File: src/rtl/core/msc_pkg.sv
// Shared types and constants for the modulus switch datapath.
`default_nettype none

package msc_pkg;

   // Width of each modulus register.
   localparam int MOD_W = 63;

   // Width of one partial-product operand, half the multiplier operand width.
   localparam int MUL_HALF = 32;

   // Configuration register indexes.
   typedef enum logic [0:0] {
      CSR_SOURCE_MODULUS = 1'b0,
      CSR_TARGET_MODULUS = 1'b1
   } csr_index_type;

   // Sideband that travels with each request through the pipeline.
   typedef struct packed {
      logic valid;
      logic neg;
      logic parity;
   } tag_type;

endpackage

`default_nettype wire

File: src/rtl/core/msc_fix.sv
// Floor correction, parity step toward zero and saturation of the quotient.
`default_nettype none

module msc_fix #(
   parameter int COEFF_BITS = 64
) (
   input  wire                                  clock,
   input  wire                                  reset,
   input  wire                                  advance,
   input  msc_pkg::tag_type                     up_tag,
   input  wire [COEFF_BITS+msc_pkg::MOD_W-2:0]  up_quo,
   input  wire [msc_pkg::MOD_W-1:0]             up_rem,
   output msc_pkg::tag_type                     dn_tag,
   output logic signed [COEFF_BITS-1:0]         dn_result
);
   import msc_pkg::*;

   localparam int PROD_W = COEFF_BITS + MOD_W - 1;
   localparam int HI_W   = PROD_W - COEFF_BITS + 1;

   logic [PROD_W-1:0]     t1_in;
   logic [PROD_W-1:0]     t1_ff;
   tag_type               p1_tag_ff;

   logic                  step_down;
   logic [PROD_W-1:0]     t2_in;
   logic [PROD_W-1:0]     t2_ff;
   tag_type               p2_tag_ff;

   logic [HI_W-1:0]       hi;
   logic                  pos_sat;
   logic                  neg_sat;
   logic [COEFF_BITS-1:0] mag_sat;

   // Floor of a negative product: an inexact magnitude grows by one.
   assign t1_in = up_quo + PROD_W'(up_tag.neg && (|up_rem));

   // Parity mismatch on a nonzero value: step one toward zero.
   assign step_down = (t1_ff[0] != p1_tag_ff.parity) && (|t1_ff);
   assign t2_in     = t1_ff - PROD_W'(step_down);

   assign hi      = t2_ff[PROD_W-1:COEFF_BITS-1];
   assign pos_sat = |hi;
   assign neg_sat = (hi > HI_W'(1)) || ((hi == HI_W'(1)) && (|t2_ff[COEFF_BITS-2:0]));

   always_comb begin
      if (p2_tag_ff.neg) begin
         mag_sat   = neg_sat ? {1'b1, {(COEFF_BITS-1){1'b0}}} : t2_ff[COEFF_BITS-1:0];
         dn_result = $signed(~mag_sat + 1'b1);
      end else begin
         mag_sat   = pos_sat ? {1'b0, {(COEFF_BITS-1){1'b1}}} : t2_ff[COEFF_BITS-1:0];
         dn_result = $signed(mag_sat);
      end
   end

   always_ff @(posedge clock) begin
      if (reset) begin
         p1_tag_ff <= '0;
         p2_tag_ff <= '0;
      end else if (advance) begin
         p1_tag_ff <= up_tag;
         p2_tag_ff <= p1_tag_ff;
      end
   end

   always_ff @(posedge clock) begin
      if (advance) begin
         t1_ff <= t1_in;
         t2_ff <= t2_in;
      end
   end

   assign dn_tag = p2_tag_ff;

endmodule

`default_nettype wire

File: config.mk
export PLATFORM = sky130hd
export DESIGN_NAME = msc_fix
export DESIGN_NICKNAME = d
export VERILOG_FILES = /design/src/rtl/core/msc_pkg.sv /design/src/rtl/core/msc_fix.sv
export SDC_FILE = /design/constraint.sdc
export NUM_CORES = 1
export LEC_CHECK = 0
export BUFFER_PORTS_ARGS = -buffer_cell sky130_fd_sc_hd__clkbuf_2
export CORE_ASPECT_RATIO = 1.75
export CORE_MARGIN = 2
export CORE_UTILIZATION = 50
export CTS_CLUSTER_DIAMETER = 150
export DETAILED_ROUTE_END_ITERATION = 10
export PLACE_DENSITY_LB_ADDON = 0.3
export SYNTH_ARGS = -nofsm -noshare
export SYNTH_HDL_FRONTEND = slang
export SYNTH_SLANG_ARGS = --single-unit
File: constraint.sdc
create_clock -name clock -period 6.4 [get_ports clock]
set_input_delay 0.64 -clock clock [delete_from_list [all_inputs] [get_ports clock]]
set_output_delay 0.64 -clock clock [all_outputs]
set_load 0.1 [all_outputs]
==> results.toml <==
[cells_and_area]
final_nets = 2054
diodes = 0
synthToLayoutAreaGrowth_pct = 18.8
fin_util_pct = 60.3
drive_gt1_share_pct = 19.9
stdcell_area_mm2 = 0.0190
final_cell_count_no_fill = 2267
multiInputGateArea_mm2 = 0.00799
layout.area.seq_mm2 = 0.00769
fillerInstances = 2684

[route]
via_count = 13700
via_per_inst = 6.06
drtIter0Drc = 785
remaining_drc_errors = 0
wirelength_um = 48100
wl_per_cell_um = 21.2
drtPass1Iterations = 5
ant_nets = 0

[grt]
grt-ovfl-total = 0
grt_max_degree = 134
antenna_found_initial = 0
grt_pass1_vias = 13600
grt_pass1_wl_um = 72600
globalRouteTotalUtil_pct = 27.8

[critical_path]
reg2reg_slack_ns = 1.34
rr_worst_depth = 14
crit_type = "flop to output port"
crit_path_start_kind = "flop"
r2r-start = "t1_ff[21]$_DFFE_PP_"
crit_fanout = 9
cp-end-kind = "output port"
cp.required_ns = 5.76
slowest_stage = "or4_1"
r2r_end = "t2_ff[120]$_DFFE_PP_"
arrival_ns = 5.33
crit_chain = "or4_1, nor4_4, buf_4, nand3_1, o41ai_2, and2_1, nand2_1, ha_1, or4b_2, nor4_1, buf_4, nand3_1, nand2_1, and4b_1, a311oi_2, buf_12"
cpPeakStageDelay_ns = 0.74

[power_and_ir_drop]
power_frac_seq_pct = 54.2
combPwrFrac_pct = 12.7
netSwitchingFraction_pct = 26.5
clockPowerShare_pct = 33.1
p_leak_nw = 6.68
power.density_mw_per_mm2 = 207
switchingPower_mw = 1.04
p_int_mw = 2.89
ir_drop_mv = 0.151

[synthesis]
yosys.area.top_type = "edfxtp_1"
synthArstFlopShare_pct = 0
yosysWarnings = 0
avgSynthCellArea_um2 = 9.99
synth_edf_count = 252
synth_cell_type_count = 72
ys.flop_type = "edfxtp_1"
synth_area_leaders = "edfxtp_1 47%, xnor2_1 6.9%, xor2_1 6.4%"
synth_top_area_share_pct = 47.3
synth_seq_area_share_pct = 48.1
synth_fp_nets = 1800
synth_seq_cells = 258
synth_area_mm2 = 0.0160
syn_inst = 1601

[clock_network]
tritoncts = "done"
postCtsSetupBuffers = 0
insertion_delay_ns = 0.53
htreeDepth = 1
clockBufferDepth = 3
clock-sinks = 258
cts_root_buffer = "clkbuf_16"
postCtsHoldBufs = 0
cts_buffers = 22
path_clk_slew_ns = 0.06

[die]
start_util_pct = 50.7
placementRows = 86
pin_count = 262
die_w_um = 139
dieArea_mm2 = 0.0335
design.core.area_mm2 = 0.0315
die_y_um = 241

[run_status]
outcome = "finished clean"

[placed_design]
gp_congestion = 0.962
dpl.hpwl_um = 38500
place_area_mm2 = 0.0183
dp_slack_ns = 0.819
placed_cells = 2227
numPortBuffers = 261

[hold_path]
hp-class = "primary input to flop"
whs_path_depth = 2
hold_start = "reset"
hold_end = "dn_tag[1]$_SDFFE_PP0P_"

[timing]
max_slew.worst_pin.slew_ns = 1.05
fin_setup_tns_ns = 0
fin_ws_ns = 0.426
slew_violations = 0
max_freq_ghz = 0.167
skew_ns = 0.0127
hold_viol_final = 0
relSlewSlack_pct = 29.9
fin_crit_ns = 5.97
rsz0062_at_grt = "no"
setup_viol = 0
min_period_over_period_pct = 93.3

[flow_run]
maxCapViolCount = 0
worst max path at each step:
| stage | from | endpoint | slack, ns | depth (start not counted) |
|---|---|---|---|---|
| floorplan | t2_ff[10]$_DFFE_PP_ | dn_result[20] | -0.91 | 17 |
| global placement | t2_ff[10]$_DFFE_PP_ | dn_result[50] | 0.93 | 16 |
| detailed placement | t2_ff[10]$_DFFE_PP_ | dn_result[50] | 0.82 | 16 |
| CTS | t2_ff[10]$_DFFE_PP_ | dn_result[50] | 0.26 | 16 |
| global route | t2_ff[10]$_DFFE_PP_ | dn_result[6] | 0.16 | 16 |
| finish | t2_ff[10]$_DFFE_PP_ | dn_result[50] | 0.43 | 16 |
power groups by stage:
stage / logic, mW / clock network (mW) / registers, mW
6_report: 0.501 / 1.30 / 2.13
5_1_grt: 0.534 / 1.39 / 2.15
4_1_cts: 0.500 / 1.32 / 2.13
3_5_place_dp: 0.498 / 0 / 2.16
3_3_place_gp: 0.489 / 0 / 2.16
2_1_floorplan: 0.280 / 0 / 2.12
metrics by stage:
stage	hold slack, ns	total power, mW
final	0.357	3.93
after global routing	0.369	4.06
after CTS	0.344	3.95
after detailed placement	0.486	2.66
after global placement	0.478	2.65
after floorplan	0.460	2.40
critical path: cells and delay by family, from the launching register on:
family                     cells  cell delay, ns
buffers and inverters          3            0.62
DFF                            1            0.49
adders and majority gates      1            0.24
and+or+nand+nor               10            2.52
AOI/OAI and AO/OA              2            0.93
area by class of cell:
type                    count  area share [%]
flip-flops and latches    258            40.4
clock buffers              25            3.07
clock inverters            15           0.619
multi-input cells        1250            42.0
repair buffers            293            10.6
inverters                  30           0.592
well taps                 396            2.61
cell usage in the layout, fill, tap and decap left out, drive strengths merged, types with 67 or more instances in the layout:
cell    instances
nor2          155
nand3          67
nor3           95
edfxtp        252
xor2          117
nor4          111
nand2         127
clkbuf        253
nand4          79
xnor2         126
what timing repair did:
action / CTS / global route
setup endpoints to repair: 0 / 3
resized for setup: 0 / 1
endpoints found under the hold margin: 0 / 0
metal layers:
metal | share of wire (%) | track usage (%) | vias up
met5 | 0 | 0 | -
met4 | 7.3 | 19.2 | 0
met3 | 4.1 | 2.56 | 159
met2 | 55 | 54.3 | 496
met1 | 34 | 27.5 | 6494
li1 | - | - | 6581
cell families after synthesis:
kind of cell | synth area share, %
compound gates | 6.88
flops | 48.1
simple gates | 28.0
mux | 1.07
fa+ha+maj | 0.313
buf+inv | 2.33
xor+xnor | 13.3
cells in the mapped netlist (13+ instances only):
master / number
o21ai_0: 33
a21oi_1: 56
edfxtp_1: 252
or4_1: 21
or3_1: 33
nor2_1: 155
nor4_1: 102
and3_1: 26
nand4_1: 79
mux2i_1: 16
or2_2: 13
nand3_1: 67
xor2_1: 117
nand2_1: 127
o22ai_1: 19
inv_1: 30
nand2b_1: 18
clkbuf_1: 48
and4_1: 20
nor3_1: 95
xnor2_1: 126
registers in the layout, indices dropped and copies added (netlist names):
signal     count
p1_tag_ff      3
t1_ff        126
t2_ff        126
dn_tag         3
Power figures use the tool's default switching activity.
