==> src/rtl/core/msc_pkg.sv <==
// Shared types and constants for the modulus switch datapath.
`default_nettype none

package msc_pkg;

   // Width of each modulus register.
   localparam int MOD_W = 63;

   // Width of one partial-product operand, half the multiplier operand width.
   localparam int MUL_HALF = 32;

   // Configuration register indexes.
   typedef enum logic [0:0] {
      CSR_SOURCE_MODULUS = 1'b0,
      CSR_TARGET_MODULUS = 1'b1
   } csr_index_type;

   // Sideband that travels with each request through the pipeline.
   typedef struct packed {
      logic valid;
      logic neg;
      logic parity;
   } tag_type;

endpackage

`default_nettype wire

==> src/rtl/core/msc_div_cell.sv <==
// One restoring-division cell: produces one quotient bit per pass.
`default_nettype none

module msc_div_cell #(
   parameter int PROD_W = 126
) (
   input  wire                       clock,
   input  wire                       reset,
   input  wire                       advance,
   input  wire [msc_pkg::MOD_W-1:0]  divisor,
   input  msc_pkg::tag_type          up_tag,
   input  wire [msc_pkg::MOD_W-1:0]  up_rem,
   input  wire [PROD_W-1:0]          up_work,
   output msc_pkg::tag_type          dn_tag,
   output logic [msc_pkg::MOD_W-1:0] dn_rem,
   output logic [PROD_W-1:0]         dn_work
);
   import msc_pkg::*;

   logic [MOD_W:0]    trial;
   logic [MOD_W+1:0]  diff;
   logic              fits;
   logic [MOD_W-1:0]  rem_in;
   logic [PROD_W-1:0] work_in;

   logic [MOD_W-1:0]  rem_ff;
   logic [PROD_W-1:0] work_ff;
   tag_type           tag_ff;

   // Shift the next dividend bit into the partial remainder.
   assign trial = {up_rem, up_work[PROD_W-1]};
   assign diff  = {1'b0, trial} - {2'b00, divisor};
   assign fits  = ~diff[MOD_W+1];

   assign rem_in  = fits ? diff[MOD_W-1:0] : trial[MOD_W-1:0];
   // Dividend bits leave at the top, quotient bits enter at the bottom.
   assign work_in = {up_work[PROD_W-2:0], fits};

   always_ff @(posedge clock) begin
      if (reset) begin
         tag_ff <= '0;
      end else if (advance) begin
         tag_ff <= up_tag;
      end
   end

   always_ff @(posedge clock) begin
      if (advance) begin
         rem_ff  <= rem_in;
         work_ff <= work_in;
      end
   end

   assign dn_tag  = tag_ff;
   assign dn_rem  = rem_ff;
   assign dn_work = work_ff;

endmodule

`default_nettype wire

==> config.mk <==
export PLATFORM = sky130hd
export DESIGN_NAME = msc_div_cell
export DESIGN_NICKNAME = d
export VERILOG_FILES = /design/src/rtl/core/msc_pkg.sv /design/src/rtl/core/msc_div_cell.sv
export SDC_FILE = /design/constraint.sdc
export NUM_CORES = 1
export LEC_CHECK = 0
export BUFFER_PORTS_ARGS = -buffer_cell sky130_fd_sc_hd__buf_4
export CAP_MARGIN = 20
export CORE_MARGIN = 8
export CORE_UTILIZATION = 40
export CTS_BUF_LIST = sky130_fd_sc_hd__clkbuf_16
export DETAILED_ROUTE_END_ITERATION = 7
export PLACE_DENSITY = 0.69
export SLEW_MARGIN = 20
export SYNTH_ARGS = -nofsm -noshare
export SYNTH_HDL_FRONTEND = slang
export SYNTH_SLANG_ARGS = --single-unit
==> constraint.sdc <==
create_clock -name clock -period 8.1 [get_ports clock]
set_input_delay 1.215 -clock clock [delete_from_list [all_inputs] [get_ports clock]]
set_output_delay 1.215 -clock clock [all_outputs]
set_load 0.05 [all_outputs]
==> results of run 1 <==
==> final cells by class <==
cell class,instances,share of cell area [%]
Tap cell,335,2.843
Inverter,81,2.062
Antenna cell,9,0.1527
Multi-Input combinational cell,623,28.92
Clock buffer,17,2.885
Clock inverter,15,1.129
Timing Repair Buffer,453,23.11
Sequential cell,192,38.90
==> worst max-delay path by stage <==
stage | start | cells after the start | endpoint | slack (ps)
detailed placement | divisor[0] | 13 | dn_rem[57] | 3060
finish | divisor[0] | 13 | dn_rem[57] | 3500
CTS | divisor[0] | 13 | dn_rem[34] | 3500
global route | divisor[0] | 13 | dn_rem[34] | 3250
global placement | divisor[0] | 13 | dn_rem[26] | 3160
floorplan | up_work[125] | 13 | dn_rem[25] | 4050
==> per-layer routing <==
metal	track usage [%]	routed length (um)	vias to the layer above
met3	6.054	3460	40
li1	-	-	4287
met5	0	0	-
met2	37.09	18610	370
met4	9.205	810	0
met1	25.65	14090	4169
==> sequential cells by signal, indices dropped and copies added (netlist names) <==
name,cells
dn_work,126
dn_rem,63
dn_tag,3
==> cells in the mapped netlist, types with 3 or more instances <==
cell type,n,area share [%]
sky130_fd_sc_hd__nor2b_1,8,0.48
sky130_fd_sc_hd__and3_1,7,0.42
sky130_fd_sc_hd__or3_1,3,0.18
sky130_fd_sc_hd__edfxtp_1,189,54
sky130_fd_sc_hd__nand4_1,20,1.2
sky130_fd_sc_hd__o31ai_1,4,0.29
sky130_fd_sc_hd__o211ai_1,5,0.36
sky130_fd_sc_hd__clkbuf_1,21,0.75
sky130_fd_sc_hd__o2111ai_1,3,0.25
sky130_fd_sc_hd__a21oi_2,31,2.6
sky130_fd_sc_hd__a21oi_1,95,4.5
sky130_fd_sc_hd__nand2_1,66,2.4
sky130_fd_sc_hd__inv_1,81,2.9
sky130_fd_sc_hd__nand3_1,5,0.24
sky130_fd_sc_hd__dfxtp_1,3,0.57
sky130_fd_sc_hd__nor2_1,86,3.1
sky130_fd_sc_hd__o21a_1,3,0.21
sky130_fd_sc_hd__mux2_1,6,0.64
sky130_fd_sc_hd__buf_6,7,0.75
sky130_fd_sc_hd__a41oi_1,4,0.33
sky130_fd_sc_hd__o21bai_1,17,1.2
sky130_fd_sc_hd__buf_2,3,0.14
sky130_fd_sc_hd__a31oi_1,13,0.77
sky130_fd_sc_hd__buf_4,5,0.36
sky130_fd_sc_hd__mux2_2,7,0.75
sky130_fd_sc_hd__o21ai_0,39,1.9
sky130_fd_sc_hd__mux2i_1,4,0.38
sky130_fd_sc_hd__xnor2_1,38,3.2
sky130_fd_sc_hd__ha_1,63,7.5
sky130_fd_sc_hd__nand2b_1,8,0.48
sky130_fd_sc_hd__a21o_1,29,2.1
sky130_fd_sc_hd__xor2_1,19,1.6
sky130_fd_sc_hd__nor3_1,4,0.19
==> logic make-up (layout without fill, tap and decap cells) <==
family | Yosys count | count (layout)
AO/OA/AOI/OAI | 268 | 268
AND/OR/NAND/NOR | 217 | 217
flip-flops | 192 | 192
buffers and inverters | 118 | 566
adder cells (fa/ha/maj) | 64 | 64
XOR/XNOR | 57 | 57
multiplexers | 17 | 17
other | 0 | 9
==> through the flow <==
stage	std cells	power (mW)	hold WS, ps	setup slack (ps)	util (%)
floorplan	933	1.986	732.6	4048	-
global placement	1684	2.353	482.1	3157	54.53
detailed placement	1684	2.361	495.8	3062	54.53
CTS	1716	3.227	516.4	3498	56.82
global route	1724	3.334	539.3	3246	56.89
finish	1725	3.200	508.2	3502	56.90
==> tightest hold or removal path, delay by kind of cell, from the launching register on <==
kind | cells | cell delay (ps)
DFF | 1 | 330
and+or+nand+nor | 1 | 80
muxes | 1 | 70
==> power by group <==
part	internal (mW)	leakage, nW	switching, mW
sequential	1.22	1.88	0.0326
clock	0.417	0.293	0.443
combinational	0.376	4.41	0.712
total	2.01	6.58	1.19
==> run metrics, run 1 <==
count of flip-flops with a built-in enable after synthesis=189; x dimension of the die=178.2 um; maximum single-stage delay on the critical path=650 ps; fin. max-slew vios=0; dominant combinational cell family by area after synthesis=compound AO/OA/AOI/OAI gates; Max transition margin=42.16%; clock tree root driver cell=sky130_fd_sc_hd__clkbuf_16; clock transition at the registers of the reported paths=80 ps; Post-route DRC=0; XOR/XNOR share of the synthesized area=4.746%; setup repair after global routing missed its margin=false; final routed wirelength across all metal layers=36980 um; Syn Nets=1255; most used cells in the layout excluding fill and tap cells=sky130_fd_sc_hd__buf_4, sky130_fd_sc_hd__edfxtp_1, sky130_fd_sc_hd__a21oi_1; total via count after detailed routing=8866; reg-to-reg slack, setup=7500 ps; hold violation total from the final report=0; slowest stage cell, crit path=sky130_fd_sc_hd__buf_4; final instance area=0.01474 mm2; maximum ir drop on the vdd rail=0.1265 mV; Detailed Place HPWL=30210 um; number of antenna violations at the first check in global routing=8; remaining global-route overflow=0; Ys Warns=0; flip-flop and latch count after synthesis=192; period utilisation layout=56.77%; WP data required=8290 ps; effective utilization at floorplan=40.60%; area share of and/or/nand/nor cells after synthesis=9.290%; most common flop cell mapped by yosys=sky130_fd_sc_hd__edfxtp_1; area taken by flip-flops and latches=0.005736 mm2; hold path startpoint=dn_tag[0]; Hold Path Stages=2; endpoint of the worst-slack reg-to-reg timing path=dn_tag[1]; postcts setup bufs=0; ordered list of cells on the worst path=buf_4, ha_1, fa_1, nand2b_1, a21oi_1, o21ai_0, nand2_1, a31oi_2, o21ai_2, a31oi_2, o311ai_4, buf_4, mux2_2; power density normalized to cell area=217.0 mW/mm2; first-pass GRT wire length=52250 um; category of the worst setup path launch point=primary input; Critical Path Fanout Max=63; CTS tree=yes; Hold/Removal Path Class=reg -> reg; number of failing setup endpoints in the final timing report=0; final worst clock skew=0 ps; number of levels the H-tree was split into=4; share of flip-flops with an asynchronous set or reset after synthesis=0%; post-detailed-route count of antenna-violating nets=0; Critical Path Sink Type=register; Crit Path Class=in -> reg; synthesis-to-finish area growth=40.17%; Routability Congestion=0.9072; Post-Place Cell Area=0.01413 mm2; number of different library cells in the post-synthesis netlist=58; number of standard-cell rows in the floorplan=59; pin count of the biggest net entering global routing=102; Compound-Gate Fraction of Synth Area=17.05%; vias in the first global route=8701; num ports=450; ratio of cells with drive above 1 in the final layout=38.60%; 1st-iter DRT viols=680; Wirelength per Cell=21.44 um; filler cell count=2288; startpoint of the lowest-slack register-to-register path=dn_tag[1]; pin slew with the least headroom to its limit=867.6 ps; WHS Endpoint=dn_tag[0]; placeable core region=0.02591 mm2; Max clock buf depth=2; count of TritonRoute iterations in the first routing pass=4; Chip Height=178.2 um; share of synthesized area occupied by flip-flops and latches=54.53%; final layout net count=1690; count of cells resized by post-cts repair=0; number of buffers inserted by hold repair at cts=0; count of port buffers added during placement=449; share of synthesized area spent on multiplexers=1.772%; Global Route Usage Sum=21.86%; most common library cell in the layout ignoring fill and taps=sky130_fd_sc_hd__buf_4; CTS sink cnt=192; Inserted Clock Buffers=17; Static Leak=6.579 nW; post-layout min period=4598 ps; clock insertion delay at the later pin of the skew report=420 ps; area enclosed by the die boundary=0.03174 mm2; MaxCap Viol Count=0; maximum clock frequency=217.5 MHz; data arrival time at the worst-slack endpoint=4780 ps; final setup TNS=0 ps; area taken by multi-input logic gates=0.004264 mm2; outcome=complete, no violations; Post-Syn Area=0.01052 mm2; detailed-route vias per instance=5.140; kind of cell adding the most delay to the critical path=compound AO/OA/AOI/OAI gates; Post-Syn Instances=933; cell depth of the worst flop-to-flop path=2; average instance area after synthesis=11.27 um2; number of buffer and inverter instances along the worst setup path=2; adder and majority cell fraction of the synthesized area=7.684%
No activity file was read; power rests on OpenSTA's default activity.
==> run 2: changes to the inputs <==
PLACE_DENSITY = 0.72   (was 0.69)
clock period = 3.8 ns   (was 8.1 ns; I/O delays follow)
==> run 2 against run 1 <==
- worst hold slack got worse by 200 ps
- clock skew is the same
- sequential share of layout area decreased by 0.78 points
==> run metrics, run 2 (synthesis results as in run 1) <==
final worst clock skew=0 ps (unchanged); final setup TNS=0 ps (unchanged); Inserted Clock Buffers=17 (unchanged); count of port buffers added during placement=449 (unchanged); final layout net count=1722 (+1.9%); worst setup slack after layout=467.6 ps (-3034 ps); Critical Path Sink Type=register; post-detailed-route count of antenna-violating nets=0 (unchanged); synthesis-to-finish area growth=43.02%; critical path's most frequent cell=sky130_fd_sc_hd__a31oi_2; met3 routed WL=3254 um (-6.0%); Max clock buf depth=2 (unchanged); category of the worst setup path launch point=primary input; reg-to-reg slack, setup=3210 ps (-4290 ps); Setup Slack @ Placement=24.22 ps (-3038 ps); Max transition margin=55.71% (+14 points); data arrival time at the worst-slack endpoint=3510 ps (-1270 ps); WP data required=3980 ps (-4310 ps); final instance area=0.01504 mm2 (+2.0%); power density normalized to cell area=459.6 mW/mm2 (+110%); hold violation total from the final report=0 (unchanged); top routing layer in use=met4; 1st-iter DRT viols=627 (-7.8%); pin slew with the least headroom to its limit=664.3 ps (-203.3 ps); clock transition at the registers of the reported paths=90 ps (about the same); Wirelength per Cell=21.70 um (+1.2%); Critical Path Fanout Max=22 (-65%); postcts setup bufs=0 (unchanged); MaxCap Viol Count=0 (unchanged); maximum clock frequency=300.1 MHz; most common library cell in the layout ignoring fill and taps=sky130_fd_sc_hd__buf_4; clock insertion delay at the later pin of the skew report=430 ps (about the same); slowest stage cell, crit path=sky130_fd_sc_hd__o311ai_4; outcome=complete, no violations; Crit Path Class=in -> reg; remaining global-route overflow=0 (unchanged); number of antenna violations at the first check in global routing=11 (+3); ordered list of cells on the worst path=buf_4, ha_1, fa_1, nand2b_1, a21oi_1, o21ai_0, nand2_1, a31oi_2, o21ai_2, a31oi_2, o311ai_4, buf_12, mux2_2; post-layout min period=3332 ps; count of TritonRoute iterations in the first routing pass=5 (+1); placeable core region=0.02591 mm2 (unchanged); Post-route DRC=0 (unchanged); Util after Layout=58.06% (+1.2 points); CTS sink cnt=192 (unchanged); Static Leak=6.749 nW (+2.6%); final total power=6.915 mW (+120%); count of cells resized by post-cts repair=0 (unchanged); CTS tree=yes; Chip Height=178.2 um (unchanged); most used cells in the layout excluding fill and tap cells=sky130_fd_sc_hd__buf_4, sky130_fd_sc_hd__edfxtp_1, sky130_fd_sc_hd__a21oi_1; routed length on met1=14270 um (+1.3%); detailed-route vias per instance=5.122 (-0.34%); number of levels the H-tree was split into=4 (unchanged); effective utilization at floorplan=40.60% (unchanged); period utilisation layout=87.70%; setup repair after global routing missed its margin=false; Hold/Removal Path Class=in -> reg; x dimension of the die=178.2 um (unchanged); pin count of the biggest net entering global routing=79 (-23%); Global Route Usage Sum=22.61% (+0.76 points); maximum single-stage delay on the critical path=410 ps (-240 ps); number of buffers inserted by hold repair at cts=0 (unchanged); first-pass GRT wire length=54200 um (+3.7%); fin. max-slew vios=0 (unchanged); max FFs per register=126 (unchanged); total via count after detailed routing=9010 (+1.6%); Routability Congestion=0.9183 (+1.2%); maximum ir drop on the vdd rail=0.3105 mV (+150%); num ports=450 (unchanged); clock tree root driver cell=sky130_fd_sc_hd__clkbuf_16; ratio of cells with drive above 1 in the final layout=39.99% (+1.4 points); Post-Place Cell Area=0.01441 mm2 (+2.0%); length of routed met2 wiring=19540 um (+5.0%); number of failing setup endpoints in the final timing report=0 (unchanged); number of standard-cell rows in the floorplan=59 (unchanged); final routed wirelength across all metal layers=38160 um (+3.2%); area enclosed by the die boundary=0.03174 mm2 (unchanged); vias in the first global route=9164 (+5.3%); Detailed Place HPWL=31420 um (+4.0%)
==> run 2: stage by stage <==
step / hold slack, ps / instances
after global routing: 283.2 / 1759
after detailed placement: 482.5 / 1716
after CTS: 292.3 / 1748
after global placement: 478.6 / 1716
final: 303.9 / 1759
after floorplan: 642.4 / 933
==> run 2: path summary, 6_finish.rpt <==
path | start | to | depth (start not counted)
setup reg to reg | dn_tag[2] | dn_tag[2] | 2
setup / recovery | divisor[0] | dn_rem[26] | 13
hold / removal | up_work[104] | dn_work[105] | 1
hold reg to reg | dn_tag[1] | dn_tag[1] | 2
==> run 2: power by group <==
group / leakage [nW] / internal, mW / total, mW / switching, mW
registers: 1.88 / 2.60 / 2.67 / 0.0737
logic: 4.58 / 0.845 / 2.38 / 1.54
clock network: 0.295 / 0.902 / 1.86 / 0.954
==> run 2: layout make-up <==
class                   count  area, um2
multi-input cells         623       4264
well taps                 335      419.2
clock buffers              17      425.4
clock inverters            15      183.9
flip-flops and latches    192       5736
inverters                  81      304.0
repair buffers            485       3685
fillers                  2243      10870
diodes                     11      27.53
==> run 2: worst max-delay path: cells and delay by family <==
kind,cells,cell delay [ps]
compound gates,6,1300
simple gates,2,320
fa+ha+maj,2,620
mux,1,350
buf+inv,2,350
==> run 2: routing by layer <==
| layer | GRT usage, % | vias up |
|---|---|---|
| met3 | 6.033 | 49 |
| met5 | 0 | - |
| li1 | - | 4352 |
| met1 | 25.52 | 4248 |
| met2 | 39.69 | 361 |
| met4 | 9.691 | 0 |
